### src/hw/rtl/gtlfb_pkg.sv
`timescale 1ns / 1ps

package gtlfb_pkg;

    localparam logic [1:0] OP_BUS_BYTE  = 2'd0;
    localparam logic [1:0] OP_HOST_BYTE = 2'd1;
    localparam logic [1:0] OP_TICK      = 2'd2;

    localparam logic [7:0]  STATUS_BYTE   = 8'h10;
    localparam logic [3:0]  LEN_MASK_BITS = 4'hF;
    localparam logic [15:0] IDLE_MAX      = 16'hFFFF;
    localparam logic [15:0] GAP_RESET     = 16'd520;

    localparam logic [2:0] ADDR_GAP_TICKS = 3'd0;

    typedef enum logic [2:0] {
        ST_IDLE,
        ST_BUS_LEN,
        ST_BUS_DATA,
        ST_STATUS,
        ST_HOST_DATA
    } state_t;

    typedef enum logic [1:0] {
        SEL_BUS_LEN,
        SEL_BUS_DATA,
        SEL_STATUS,
        SEL_HOST_DATA
    } emit_sel_t;

    typedef struct packed {
        logic      accept;
        logic      load;
        emit_sel_t sel;
        logic      idx_clear;
        logic      idx_inc;
    } cmd_t;

    typedef struct packed {
        logic bus_status;
        logic bus_send;
        logic host_send;
        logic idx_last;
        logic out_free;
    } status_t;

endpackage

### src/hw/rtl/gtlfb_ctrl.sv
`timescale 1ns / 1ps

module gtlfb_ctrl
(
    input  logic             clk,
    input  logic             rst_n,
    input  logic             in_valid,
    output logic             in_ready,
    input  gtlfb_pkg::status_t status,
    output gtlfb_pkg::cmd_t    cmd
);
    import gtlfb_pkg::*;

    state_t state_reg;
    state_t state_next;

    always_ff @(posedge clk or negedge rst_n)
    begin
        if (!rst_n)
        begin
            state_reg <= ST_IDLE;
        end
        else
        begin
            state_reg <= state_next;
        end
    end

    always_comb
    begin
        state_next    = state_reg;
        in_ready      = 1'b0;
        cmd.accept    = 1'b0;
        cmd.load      = 1'b0;
        cmd.sel       = SEL_BUS_LEN;
        cmd.idx_clear = 1'b0;
        cmd.idx_inc   = 1'b0;
        case (state_reg)
            ST_IDLE:
            begin
                in_ready = 1'b1;
                if (in_valid)
                begin
                    cmd.accept    = 1'b1;
                    cmd.idx_clear = 1'b1;
                    if (status.bus_status)
                    begin
                        state_next = ST_STATUS;
                    end
                    else if (status.bus_send)
                    begin
                        state_next = ST_BUS_LEN;
                    end
                    else if (status.host_send)
                    begin
                        state_next = ST_HOST_DATA;
                    end
                end
            end
            ST_BUS_LEN:
            begin
                cmd.sel = SEL_BUS_LEN;
                if (status.out_free)
                begin
                    cmd.load   = 1'b1;
                    state_next = ST_BUS_DATA;
                end
            end
            ST_BUS_DATA:
            begin
                cmd.sel = SEL_BUS_DATA;
                if (status.out_free)
                begin
                    cmd.load    = 1'b1;
                    cmd.idx_inc = 1'b1;
                    if (status.idx_last)
                    begin
                        state_next = ST_IDLE;
                    end
                end
            end
            ST_STATUS:
            begin
                cmd.sel = SEL_STATUS;
                if (status.out_free)
                begin
                    cmd.load   = 1'b1;
                    state_next = ST_IDLE;
                end
            end
            ST_HOST_DATA:
            begin
                cmd.sel = SEL_HOST_DATA;
                if (status.out_free)
                begin
                    cmd.load    = 1'b1;
                    cmd.idx_inc = 1'b1;
                    if (status.idx_last)
                    begin
                        state_next = ST_IDLE;
                    end
                end
            end
            default:
            begin
                state_next = ST_IDLE;
            end
        endcase
    end

endmodule

### src/hw/rtl/gtlfb_datapath.sv
`timescale 1ns / 1ps

module gtlfb_datapath
#(
    parameter int MAX_FRAME = 4
)
(
    input  logic               clk,
    input  logic               rst_n,
    input  logic [15:0]        gap_ticks,
    input  logic [1:0]         in_operation,
    input  logic [7:0]         in_data,
    input  logic               in_mark,
    input  gtlfb_pkg::cmd_t    cmd,
    output gtlfb_pkg::status_t status,
    output logic               out_valid,
    input  logic               out_ready,
    output logic               out_port,
    output logic [7:0]         out_byte,
    output logic               out_mark,
    output logic               out_last
);
    import gtlfb_pkg::*;

    localparam int LW = $clog2(MAX_FRAME + 1);
    localparam int IW = (MAX_FRAME > 1) ? $clog2(MAX_FRAME) : 1;
    localparam logic [LW-1:0] MAX_LEN = LW'(MAX_FRAME);
    localparam logic [3:0]    MAX_NIB = 4'(MAX_FRAME);

    logic [7:0]    bus_buf [MAX_FRAME];
    logic [7:0]    host_buf [MAX_FRAME];

    logic [LW-1:0] bus_count_reg;
    logic [LW-1:0] bus_count_next;
    logic          bus_zero_reg;
    logic          bus_zero_next;
    logic [15:0]   idle_reg;
    logic [15:0]   idle_next;
    logic          armed_reg;
    logic          armed_next;
    logic [LW-1:0] host_exp_reg;
    logic [LW-1:0] host_exp_next;
    logic [LW-1:0] host_pos_reg;
    logic [LW-1:0] host_pos_next;
    logic          host_open_reg;
    logic          host_open_next;
    logic [LW-1:0] em_len_reg;
    logic [LW-1:0] em_len_next;
    logic [IW-1:0] idx_reg;

    logic          out_valid_reg;
    logic          out_port_reg;
    logic [7:0]    out_byte_reg;
    logic          out_mark_reg;
    logic          out_last_reg;

    logic          bus_wr;
    logic          host_wr;
    logic [IW-1:0] host_wr_idx;
    logic [7:0]    host_wr_data;
    logic [15:0]   idle_inc;
    logic [3:0]    len_nib;
    logic [LW-1:0] hdr_len;

    logic          sel_port;
    logic [7:0]    sel_byte;
    logic          sel_mark;
    logic          sel_last;

    always_comb
    begin
        bus_count_next   = bus_count_reg;
        bus_zero_next    = bus_zero_reg;
        idle_next        = idle_reg;
        armed_next       = armed_reg;
        host_exp_next    = host_exp_reg;
        host_pos_next    = host_pos_reg;
        host_open_next   = host_open_reg;
        em_len_next      = em_len_reg;
        bus_wr           = 1'b0;
        host_wr          = 1'b0;
        host_wr_idx      = host_pos_reg[IW-1:0];
        host_wr_data     = in_data;
        status.bus_status = 1'b0;
        status.bus_send   = 1'b0;
        status.host_send  = 1'b0;
        status.idx_last   = ((LW'(idx_reg) + LW'(1)) == em_len_reg);
        status.out_free   = !out_valid_reg || out_ready;
        idle_inc = (idle_reg == IDLE_MAX) ? idle_reg : idle_reg + 16'd1;
        len_nib  = in_data[3:0] & LEN_MASK_BITS;
        hdr_len  = (len_nib > MAX_NIB) ? MAX_LEN : LW'(len_nib);
        case (in_operation)
            OP_BUS_BYTE:
            begin
                if (bus_count_reg < MAX_LEN)
                begin
                    bus_wr         = 1'b1;
                    bus_count_next = bus_count_reg + LW'(1);
                    if (bus_count_reg == '0)
                    begin
                        bus_zero_next = (in_data == 8'h00);
                    end
                end
                idle_next  = '0;
                armed_next = 1'b1;
            end
            OP_HOST_BYTE:
            begin
                if (in_mark)
                begin
                    host_exp_next = hdr_len;
                    host_pos_next = '0;
                    if (hdr_len == '0)
                    begin
                        host_wr          = 1'b1;
                        host_wr_idx      = '0;
                        host_open_next   = 1'b0;
                        em_len_next      = LW'(1);
                        status.host_send = 1'b1;
                    end
                    else
                    begin
                        host_open_next = 1'b1;
                    end
                end
                else if (host_open_reg && (host_pos_reg < host_exp_reg))
                begin
                    host_wr       = 1'b1;
                    host_pos_next = host_pos_reg + LW'(1);
                    if (host_pos_reg + LW'(1) == host_exp_reg)
                    begin
                        host_open_next   = 1'b0;
                        em_len_next      = host_exp_reg;
                        status.host_send = 1'b1;
                    end
                end
            end
            OP_TICK:
            begin
                if (armed_reg)
                begin
                    idle_next = idle_inc;
                    if (idle_inc >= gap_ticks)
                    begin
                        armed_next     = 1'b0;
                        idle_next      = '0;
                        bus_count_next = '0;
                        em_len_next    = bus_count_reg;
                        if ((bus_count_reg == LW'(1)) && bus_zero_reg)
                        begin
                            status.bus_status = 1'b1;
                        end
                        else if (bus_count_reg != '0)
                        begin
                            status.bus_send = 1'b1;
                        end
                    end
                end
            end
            default:
            begin
            end
        endcase
    end

    always_ff @(posedge clk or negedge rst_n)
    begin
        if (!rst_n)
        begin
            bus_count_reg <= '0;
            bus_zero_reg  <= 1'b0;
            idle_reg      <= '0;
            armed_reg     <= 1'b0;
            host_exp_reg  <= '0;
            host_pos_reg  <= '0;
            host_open_reg <= 1'b0;
            em_len_reg    <= '0;
            idx_reg       <= '0;
            out_valid_reg <= 1'b0;
        end
        else
        begin
            if (cmd.accept)
            begin
                bus_count_reg <= bus_count_next;
                bus_zero_reg  <= bus_zero_next;
                idle_reg      <= idle_next;
                armed_reg     <= armed_next;
                host_exp_reg  <= host_exp_next;
                host_pos_reg  <= host_pos_next;
                host_open_reg <= host_open_next;
                em_len_reg    <= em_len_next;
            end
            if (cmd.idx_clear)
            begin
                idx_reg <= '0;
            end
            else if (cmd.idx_inc)
            begin
                idx_reg <= idx_reg + IW'(1);
            end
            if (cmd.load)
            begin
                out_valid_reg <= 1'b1;
            end
            else if (out_ready)
            begin
                out_valid_reg <= 1'b0;
            end
        end
    end

    always_ff @(posedge clk)
    begin
        if (cmd.accept && bus_wr)
        begin
            bus_buf[bus_count_reg[IW-1:0]] <= in_data;
        end
        if (cmd.accept && host_wr)
        begin
            host_buf[host_wr_idx] <= host_wr_data;
        end
        if (cmd.load)
        begin
            out_port_reg <= sel_port;
            out_byte_reg <= sel_byte;
            out_mark_reg <= sel_mark;
            out_last_reg <= sel_last;
        end
    end

    always_comb
    begin
        sel_port = 1'b0;
        sel_byte = 8'h00;
        sel_mark = 1'b0;
        sel_last = 1'b0;
        case (cmd.sel)
            SEL_BUS_LEN:
            begin
                sel_byte = 8'(em_len_reg);
                sel_mark = 1'b1;
            end
            SEL_BUS_DATA:
            begin
                sel_byte = bus_buf[idx_reg];
                sel_last = status.idx_last;
            end
            SEL_STATUS:
            begin
                sel_byte = STATUS_BYTE;
                sel_mark = 1'b1;
                sel_last = 1'b1;
            end
            SEL_HOST_DATA:
            begin
                sel_port = 1'b1;
                sel_byte = host_buf[idx_reg];
                sel_last = status.idx_last;
            end
            default:
            begin
            end
        endcase
    end

    assign out_valid = out_valid_reg;
    assign out_port  = out_port_reg;
    assign out_byte  = out_byte_reg;
    assign out_mark  = out_mark_reg;
    assign out_last  = out_last_reg;

endmodule

### src/hw/rtl/gap_to_length_frame_bridge.sv
`timescale 1ns / 1ps
// an accepted input moves ctrl to an emit state, which loads the first result byte
// throughput: one input transaction per cycle when it emits nothing; otherwise no new
// input is accepted until all n result bytes (n at most MAX_FRAME + 1) are loaded, and
// each byte waits for the output register to be free
// reset: rst_n async active low, clears frame state and output valid, gap_ticks to 520
module gap_to_length_frame_bridge
#(
    parameter int MAX_FRAME = 4
)
(
    input  logic        clk,
    input  logic        rst_n,
    input  logic        s_axis_tvalid,
    output logic        s_axis_tready,
    input  logic [7:0]  s_axis_tdata,   // data
    input  logic [2:0]  s_axis_tuser,   // operation[1:0], mark[2]
    output logic        m_axis_tvalid,
    input  logic        m_axis_tready,
    output logic [7:0]  m_axis_tdata,   // out_byte
    output logic [1:0]  m_axis_tuser,   // port[0], out_mark[1]
    output logic        m_axis_tlast,
    input  logic        psel,
    input  logic        penable,
    input  logic        pwrite,
    input  logic [2:0]  paddr,
    input  logic [31:0] pwdata,
    output logic [31:0] prdata,
    output logic        pready
);
    import gtlfb_pkg::*;

    logic [15:0] gap_ticks_reg;
    cmd_t        cmd;
    status_t     status;

    assign pready = 1'b1;

    always_ff @(posedge clk or negedge rst_n)
    begin
        if (!rst_n)
        begin
            gap_ticks_reg <= GAP_RESET;
        end
        else if (psel && penable && pwrite && pready && (paddr == ADDR_GAP_TICKS))
        begin
            gap_ticks_reg <= pwdata[15:0];
        end
    end

    assign prdata = (paddr == ADDR_GAP_TICKS) ? {16'h0000, gap_ticks_reg} : 32'h0;

    gtlfb_ctrl u_ctrl
    (
        .clk      (clk),
        .rst_n    (rst_n),
        .in_valid (s_axis_tvalid),
        .in_ready (s_axis_tready),
        .status   (status),
        .cmd      (cmd)
    );

    gtlfb_datapath
    #(
        .MAX_FRAME (MAX_FRAME)
    )
    u_datapath
    (
        .clk          (clk),
        .rst_n        (rst_n),
        .gap_ticks    (gap_ticks_reg),
        .in_operation (s_axis_tuser[1:0]),
        .in_data      (s_axis_tdata),
        .in_mark      (s_axis_tuser[2]),
        .cmd          (cmd),
        .status       (status),
        .out_valid    (m_axis_tvalid),
        .out_ready    (m_axis_tready),
        .out_port     (m_axis_tuser[0]),
        .out_byte     (m_axis_tdata),
        .out_mark     (m_axis_tuser[1]),
        .out_last     (m_axis_tlast)
    );

endmodule
### config.mk
export PLATFORM = sky130hd
export DESIGN_NAME = gap_to_length_frame_bridge
export DESIGN_NICKNAME = d
export VERILOG_FILES = /design/src/hw/rtl/gtlfb_pkg.sv /design/src/hw/rtl/gtlfb_ctrl.sv /design/src/hw/rtl/gtlfb_datapath.sv /design/src/hw/rtl/gap_to_length_frame_bridge.sv
export SDC_FILE = /design/constraint.sdc
export NUM_CORES = 1
export LEC_CHECK = 0
export BUFFER_PORTS_ARGS = -buffer_cell sky130_fd_sc_hd__buf_4
export CORE_MARGIN = 2
export CORE_UTILIZATION = 41
export DETAILED_ROUTE_END_ITERATION = 16
export PLACE_DENSITY_LB_ADDON = 0.12
export SYNTH_ARGS = -nofsm -noshare
export SYNTH_HDL_FRONTEND = slang
export SYNTH_SLANG_ARGS = --single-unit
### constraint.sdc
create_clock -name clk -period 5.2 [get_ports clk]
set_input_delay 0 -clock clk [delete_from_list [all_inputs] [get_ports clk]]
set_output_delay 0 -clock clk [all_outputs]
set_load 0.02 [all_outputs]
[Word-level counts from Yosys, hierarchy flattened]
Memory sizes are Yosys's and may differ from the RTL's.
Cells that the tools add are included.
Storage, ports and cells
  flip-flop bits (word level): 64
  bits in writable memories: 64
  input port bits: 53
  output and inout bits: 46
  logic and storage cells: 159
  memories: 2
Operators by class
  add/sub/neg operators: 5
  $lt $le $gt $ge: 4
  equality and inequality tests: 25
  multiplexer cells: 72
  reductions and logical operators: 35
Memories
  u_datapath.bus_buf: depth 4, bits a word 8, read ports 1, clocked after Yosys merged registers in 0, wr ports 1, line gtlfb_datapath.sv:30  | logic [7:0] bus_buf [MAX_FRAME];
  u_datapath.host_buf: depth 4, bits a word 8, read ports 1, clocked after Yosys merged registers in 0, wr ports 1, line gtlfb_datapath.sv:31  | logic [7:0] host_buf [MAX_FRAME];
Operator list (number)
  2-to-1 mux 16 bit: 4
  2-to-1 mux 3 bit: 20
  2-to-1 mux 1 bit: 32
  case mux 16 bit (2 select lines): 1
  case mux 8 bit (4 select lines): 1
  case mux 3 bit (4 select lines): 2
  adder 16 x 1 -> 16 bit (second input constant): 1
  == test 16 bit (second input constant): 1
  greater-or-equal comparator 16 bit: 1
  2-to-1 mux 2 bit: 8
  zero test 3 bit: 4
  case mux 3 bit (2 select lines): 2
  nonzero test 2 bit: 6
  != test 2 x 1 -> 1 bit (second input constant): 5
  != test 3 x 2 -> 1 bit (second input constant): 3
  AND reduction 3 bit: 3
  zero test 8 bit: 1
  AND reduction 4 bit: 2
  logical AND 1 bit: 7
  AND reduction 7 bit: 1
  adder 3 x 1 -> 3 bit (second input constant): 2
  == test 2 bit (second input constant): 3
  == test 3 x 1 -> 1 bit (second input constant): 2
  == test 3 x 2 -> 1 bit (second input constant): 2
  other kinds (19): 27

[Longest topological paths before layout]
  depth in word-level cells: 11
  mapped depth: 15
  gate-level depth less buffers: 13

[Cells and area by module]
A second synthesis with hierarchy kept.
Second synthesis, totals
  cells, all modules: 553
  area, all modules: 6740.2 um2
Modules (own cells, without submodules)
  gtlfb_datapath: times used 1, cells each 448, area an instance 5581.6 um2, seq. area each 3103.0 um2
  gap_to_length_frame_bridge: times used 1, cells each 72, area an instance 869.6 um2, seq. area each 402.9 um2
  gtlfb_ctrl: times used 1, cells each 33, area an instance 289.0 um2, seq. area each 75.1 um2

[Worst setup path before layout]
No wires, ideal clock.
  path type: flip-flop to flip-flop
  from: register u_datapath.idle_reg[7]
  to: register u_datapath.em_len_reg[0]
  data arrival time: 3.929 ns
  required time: 5.075 ns
  path slack: 1.146 ns
  cell stages (with the launch flop): 15
  buffers on the path: 2
  cells stage by stage: dfrtp_1 > clkbuf_1 > and4_1 > nand4b_1 > o21bai_1 > nor2_1 > xor2_1 > ha_1 > nand4_1 > or4_1 > o32a_2 > and3_1 > buf_6 > a2111oi_4 > mux2_2
On the way
  word-level cells in the longest chain between the ends: 5
  elaborated cells on any way between the ends: 6
  those cells by class: add/sub (1); order compare (1); eq/ne (2); mux (1); reduce/logical (1)
Ends and longest elaborated chain
  start, declared: line gtlfb_datapath.sv:37  | logic [15:0] idle_reg;
  start signal, assigned: line gtlfb_datapath.sv:187  | idle_reg <= idle_next;
  adder 16 x 1 -> 16 bit / == test 16 bit (equally long branches): line gtlfb_datapath.sv:89  | idle_inc = (idle_reg == IDLE_MAX) ? idle_reg : idle_reg + 16'd1;
  2-to-1 mux 16 bit (*): line gtlfb_datapath.sv:89
  greater-or-equal comparator 16 bit (*): line gtlfb_datapath.sv:143  | if (idle_inc >= gap_ticks)
  != test 2 x 1 -> 1 bit (no line) (*)
  AND reduction 7 bit (no line) (*)
  end signal, assigned: line gtlfb_datapath.sv:192  | em_len_reg <= em_len_next;
  end, declared: line gtlfb_datapath.sv:47  | logic [LW-1:0] em_len_reg;
Every way passes the cells marked *; elsewhere a longest branch is shown, timed or not.
A chain may end at the register's enable or synchronous reset.

[Final worst setup path]
  from: register u_datapath.idle_reg[0]
  to: register u_datapath.em_len_reg[2]
The elaborated chain is that of the path after synthesis.

==> flow_metrics.env <==
export IMPL_synth_top_cell_by_area="edfxtp_1"
export IMPL_ir_drop_mv=0.2614
export IMPL_io_buffers=65
export IMPL_ant_nets=0
export IMPL_drt_iter0_drc=387
export IMPL_rsz0062_at_grt="no"
export IMPL_avgSynthCellArea_um2=11.46
export IMPL_synth_area_leaders="edfxtp_1 (34%), dfrtp_1 (20%), ha_1 (5.6%)"
export IMPL_yosys_warnings=0
export IMPL_fillers=1407
export IMPL_cts_buffers_inserted=17
export IMPL_seqCellArea_um2=3581
export IMPL_syn_cell_area_um2=6533
export IMPL_drive_gt1_share_pct=18.96
export IMPL_fmax_ghz=0.2121
export IMPL_grt_pass1_vias=4362
export IMPL_clock_skew_ns=0.01721
export IMPL_routed_wl_um=15140
export IMPL_worstPathMaxFanout=9
export IMPL_antenna_found_initial=0
export IMPL_fin_crit_sh_pct=90.69
export IMPL_die_width_um=130.2
export IMPL_gr_total_overflow=0
export IMPL_h_tree_depth=4
export IMPL_setup_ws_ns=0.4843
export IMPL_synth_seq_cells=128
export IMPL_p_leak_nw=3.228
export IMPL_start_util_pct=41.58
export IMPL_grt_max_degree=54
export IMPL_hold_end="u_datapath.idx_reg[1]$_DFFE_PN0P_"
export IMPL_synth_edf_count=75
export IMPL_maxSlewViolCount=0
export IMPL_maxCapViolCount=0
export IMPL_post_route_min_period_ns=4.716
export IMPL_rows=46
export IMPL_drc=0
export IMPL_ioPinCount=99
export IMPL_crit_type="register to register"
export IMPL_drt_wirelength_per_cell_um=17.09
export IMPL_r2r_slack_ns=0.48
export IMPL_yosysUniqueCellTypes=57
export IMPL_fin_cells=886
export IMPL_insertion_delay_ns=0.42
export IMPL_cp_end_kind="register"
export IMPL_cts_tree="built"
export IMPL_netlist_instances=570
export IMPL_synth_top_area_share_pct=34.48
export IMPL_multi_input_area_um2=2651
export IMPL_worstReg2RegStart="u_datapath.idle_reg[0]$_DFFE_PN0P_"
export IMPL_diodes=0
export IMPL_cts_root_buffer="clkbuf_16"
export IMPL_worstPathArrival_ns=5.01
export IMPL_synthToLayoutAreaGrowth_pct=21.66
export IMPL_grt_usage_pct=18.90
export IMPL_cts_buffer_depth=2
export IMPL_dr_pass1_iters=5
export IMPL_cts_sinks=128
export IMPL_postCtsSetupBuffers=0
export IMPL_gp_congestion=0.8388
export IMPL_place_ws_ns=0.5398
export IMPL_cp_start_kind="register"
export IMPL_status="finished clean"
export IMPL_cellPowerDensity_nw_per_um2=391.9
export IMPL_core_um2=15710
export IMPL_hold_depth=3
export IMPL_synth_common_cells="edfxtp_1 (75), nand2_1 (63), dfrtp_1 (51)"
export IMPL_synth_main_ff_cell="edfxtp_1"
export IMPL_floorplan_die_area_um2=16960
export IMPL_fin_tns_setup_ns=0
export IMPL_hpwl_um=10300
export IMPL_dr_total_vias=4573
export IMPL_hold_class="input port to register"
export IMPL_worstMarginPinSlew_ns=1.128
export IMPL_async_reset_ff_share_pct=41.41
export IMPL_ys_seq_area_share_pct=54.82
export IMPL_avgViaCountPerCell=5.161
export IMPL_max_slew_margin_pct=24.49
export IMPL_clk_pin_slew_ns=0.06
export IMPL_finalSetupViolCount=0
export IMPL_worst_endpoint_required_ns=5.49
export IMPL_grt_pass1_wl_um=23890
export IMPL_min_from="s_axis_tvalid"
export IMPL_synth_most_common_cell="edfxtp_1"
export IMPL_cts_resized=0
export IMPL_die_y_um=130.2
export IMPL_r2r_cells=13
export IMPL_finalHoldViolCount=0
export IMPL_timing_rr_end="u_datapath.em_len_reg[2]$_DFFE_PN0P_"
export IMPL_fin_nets=739
export IMPL_dp_cells=827
==> power by group <==
part	switching, W	internal [W]
sequential	0.000101	0.00122
clock	0.000446	0.000650
combinational	0.000402	0.000301
total	0.000948	0.00217
==> cells in the final DEF, fill, tap and decap left out, drive strengths merged, types with 4 or more instances in the layout <==
cell type	instances
ha	29
a21oi	24
a21o	5
conb	17
xnor2	11
buf	67
o21a	5
nor2b	5
clkinv	7
inv	36
edfxtp	75
nand4	4
and3	6
o21ai	46
nand2	63
nand3	13
clkbuf	17
or4	4
and2	27
a22oi	7
clkinvlp	5
nor2	27
a22o	6
nor3	14
dlygate4sd3	27
mux4	16
dfrtp	51
xor2	7
mux2	6
==> worst max-delay path by stage <==
stage	startpoint	cells after the start	slack, ns	end
2_1_floorplan	u_datapath.idle_reg[7]$_DFFE_PN0P_	14	1.15	u_datapath.em_len_reg[0]$_DFFE_PN0P_
3_3_place_gp	u_datapath.idle_reg[0]$_DFFE_PN0P_	13	0.68	u_datapath.em_len_reg[2]$_DFFE_PN0P_
3_5_place_dp	u_datapath.idle_reg[0]$_DFFE_PN0P_	13	0.54	u_datapath.em_len_reg[0]$_DFFE_PN0P_
4_1_cts	u_datapath.idle_reg[0]$_DFFE_PN0P_	13	0.53	u_datapath.em_len_reg[2]$_DFFE_PN0P_
5_1_grt	u_datapath.idle_reg[0]$_DFFE_PN0P_	13	0.13	u_datapath.em_len_reg[2]$_DFFE_PN0P_
6_report	u_datapath.idle_reg[0]$_DFFE_PN0P_	13	0.48	u_datapath.em_len_reg[2]$_DFFE_PN0P_
==> critical path: stages (launching register included) <==
cell and delay, ns:
dfrtp_1 0.45, ha_1 0.19, and3_1 0.24, nand4b_1 0.26, o21bai_1 0.58, nor2_1 0.15
xor2_1 0.20, ha_1 0.33, nand4_1 0.11, or4_1 0.54, o32a_2 0.36, and3_1 0.34
a2111oi_4 0.47, mux2_2 0.39
==> cell families (layout without fill, tap and decap cells) <==
group           Yosys count  in the layout  synth area share [%]
compound gates          114            114                 11.13
simple gates            181            181                 13.73
other cells               2             17                0.1150
buf+inv                  75            160                 5.535
fa+ha+maj                29             29                 5.555
flops                   128            128                 54.82
xor+xnor                 18             18                 2.413
mux                      23             23                 6.704
==> through the flow <==
step / cell area (µm²) / hold WS, ns / total power (W) / utilization, %
after global placement: 7133 / 0.1014 / 0.002006 / 45.40
after floorplan: 6589 / -0.2956 / 0.001795 / -
after detailed placement: 7133 / 0.1121 / 0.002028 / 45.40
after CTS: 7948 / 0.1538 / 0.003142 / 50.58
after global routing: 7948 / 0.1809 / 0.003281 / 50.58
final: 7948 / 0.1654 / 0.003114 / 50.58
==> repair_timing <==
item,CTS,global route
hold buffers,27,0
endpoints found under the setup margin,0,0
hold endpoints to repair,139,0
==> metal layers <==
layer / vias to the layer above / track usage (%) / share of wire, %
li1: 2199 / - / -
met1: 2260 / 27.95 / 51
met2: 107 / 27.96 / 45
met3: 7 / 4.428 / 3.5
met4: 0 / 5.250 / 0.62
met5: - / 0 / 0
==> cell type report <==
cell class,count,area share [%]
clock buffer,17,5.353
sequential,128,45.06
multi-input combinational,382,33.36
clock inverter,15,1.496
timing repair buffer,94,9.729
inverter,34,1.606
tap,216,3.401
Note: power is estimated with default switching activity, not from simulation.
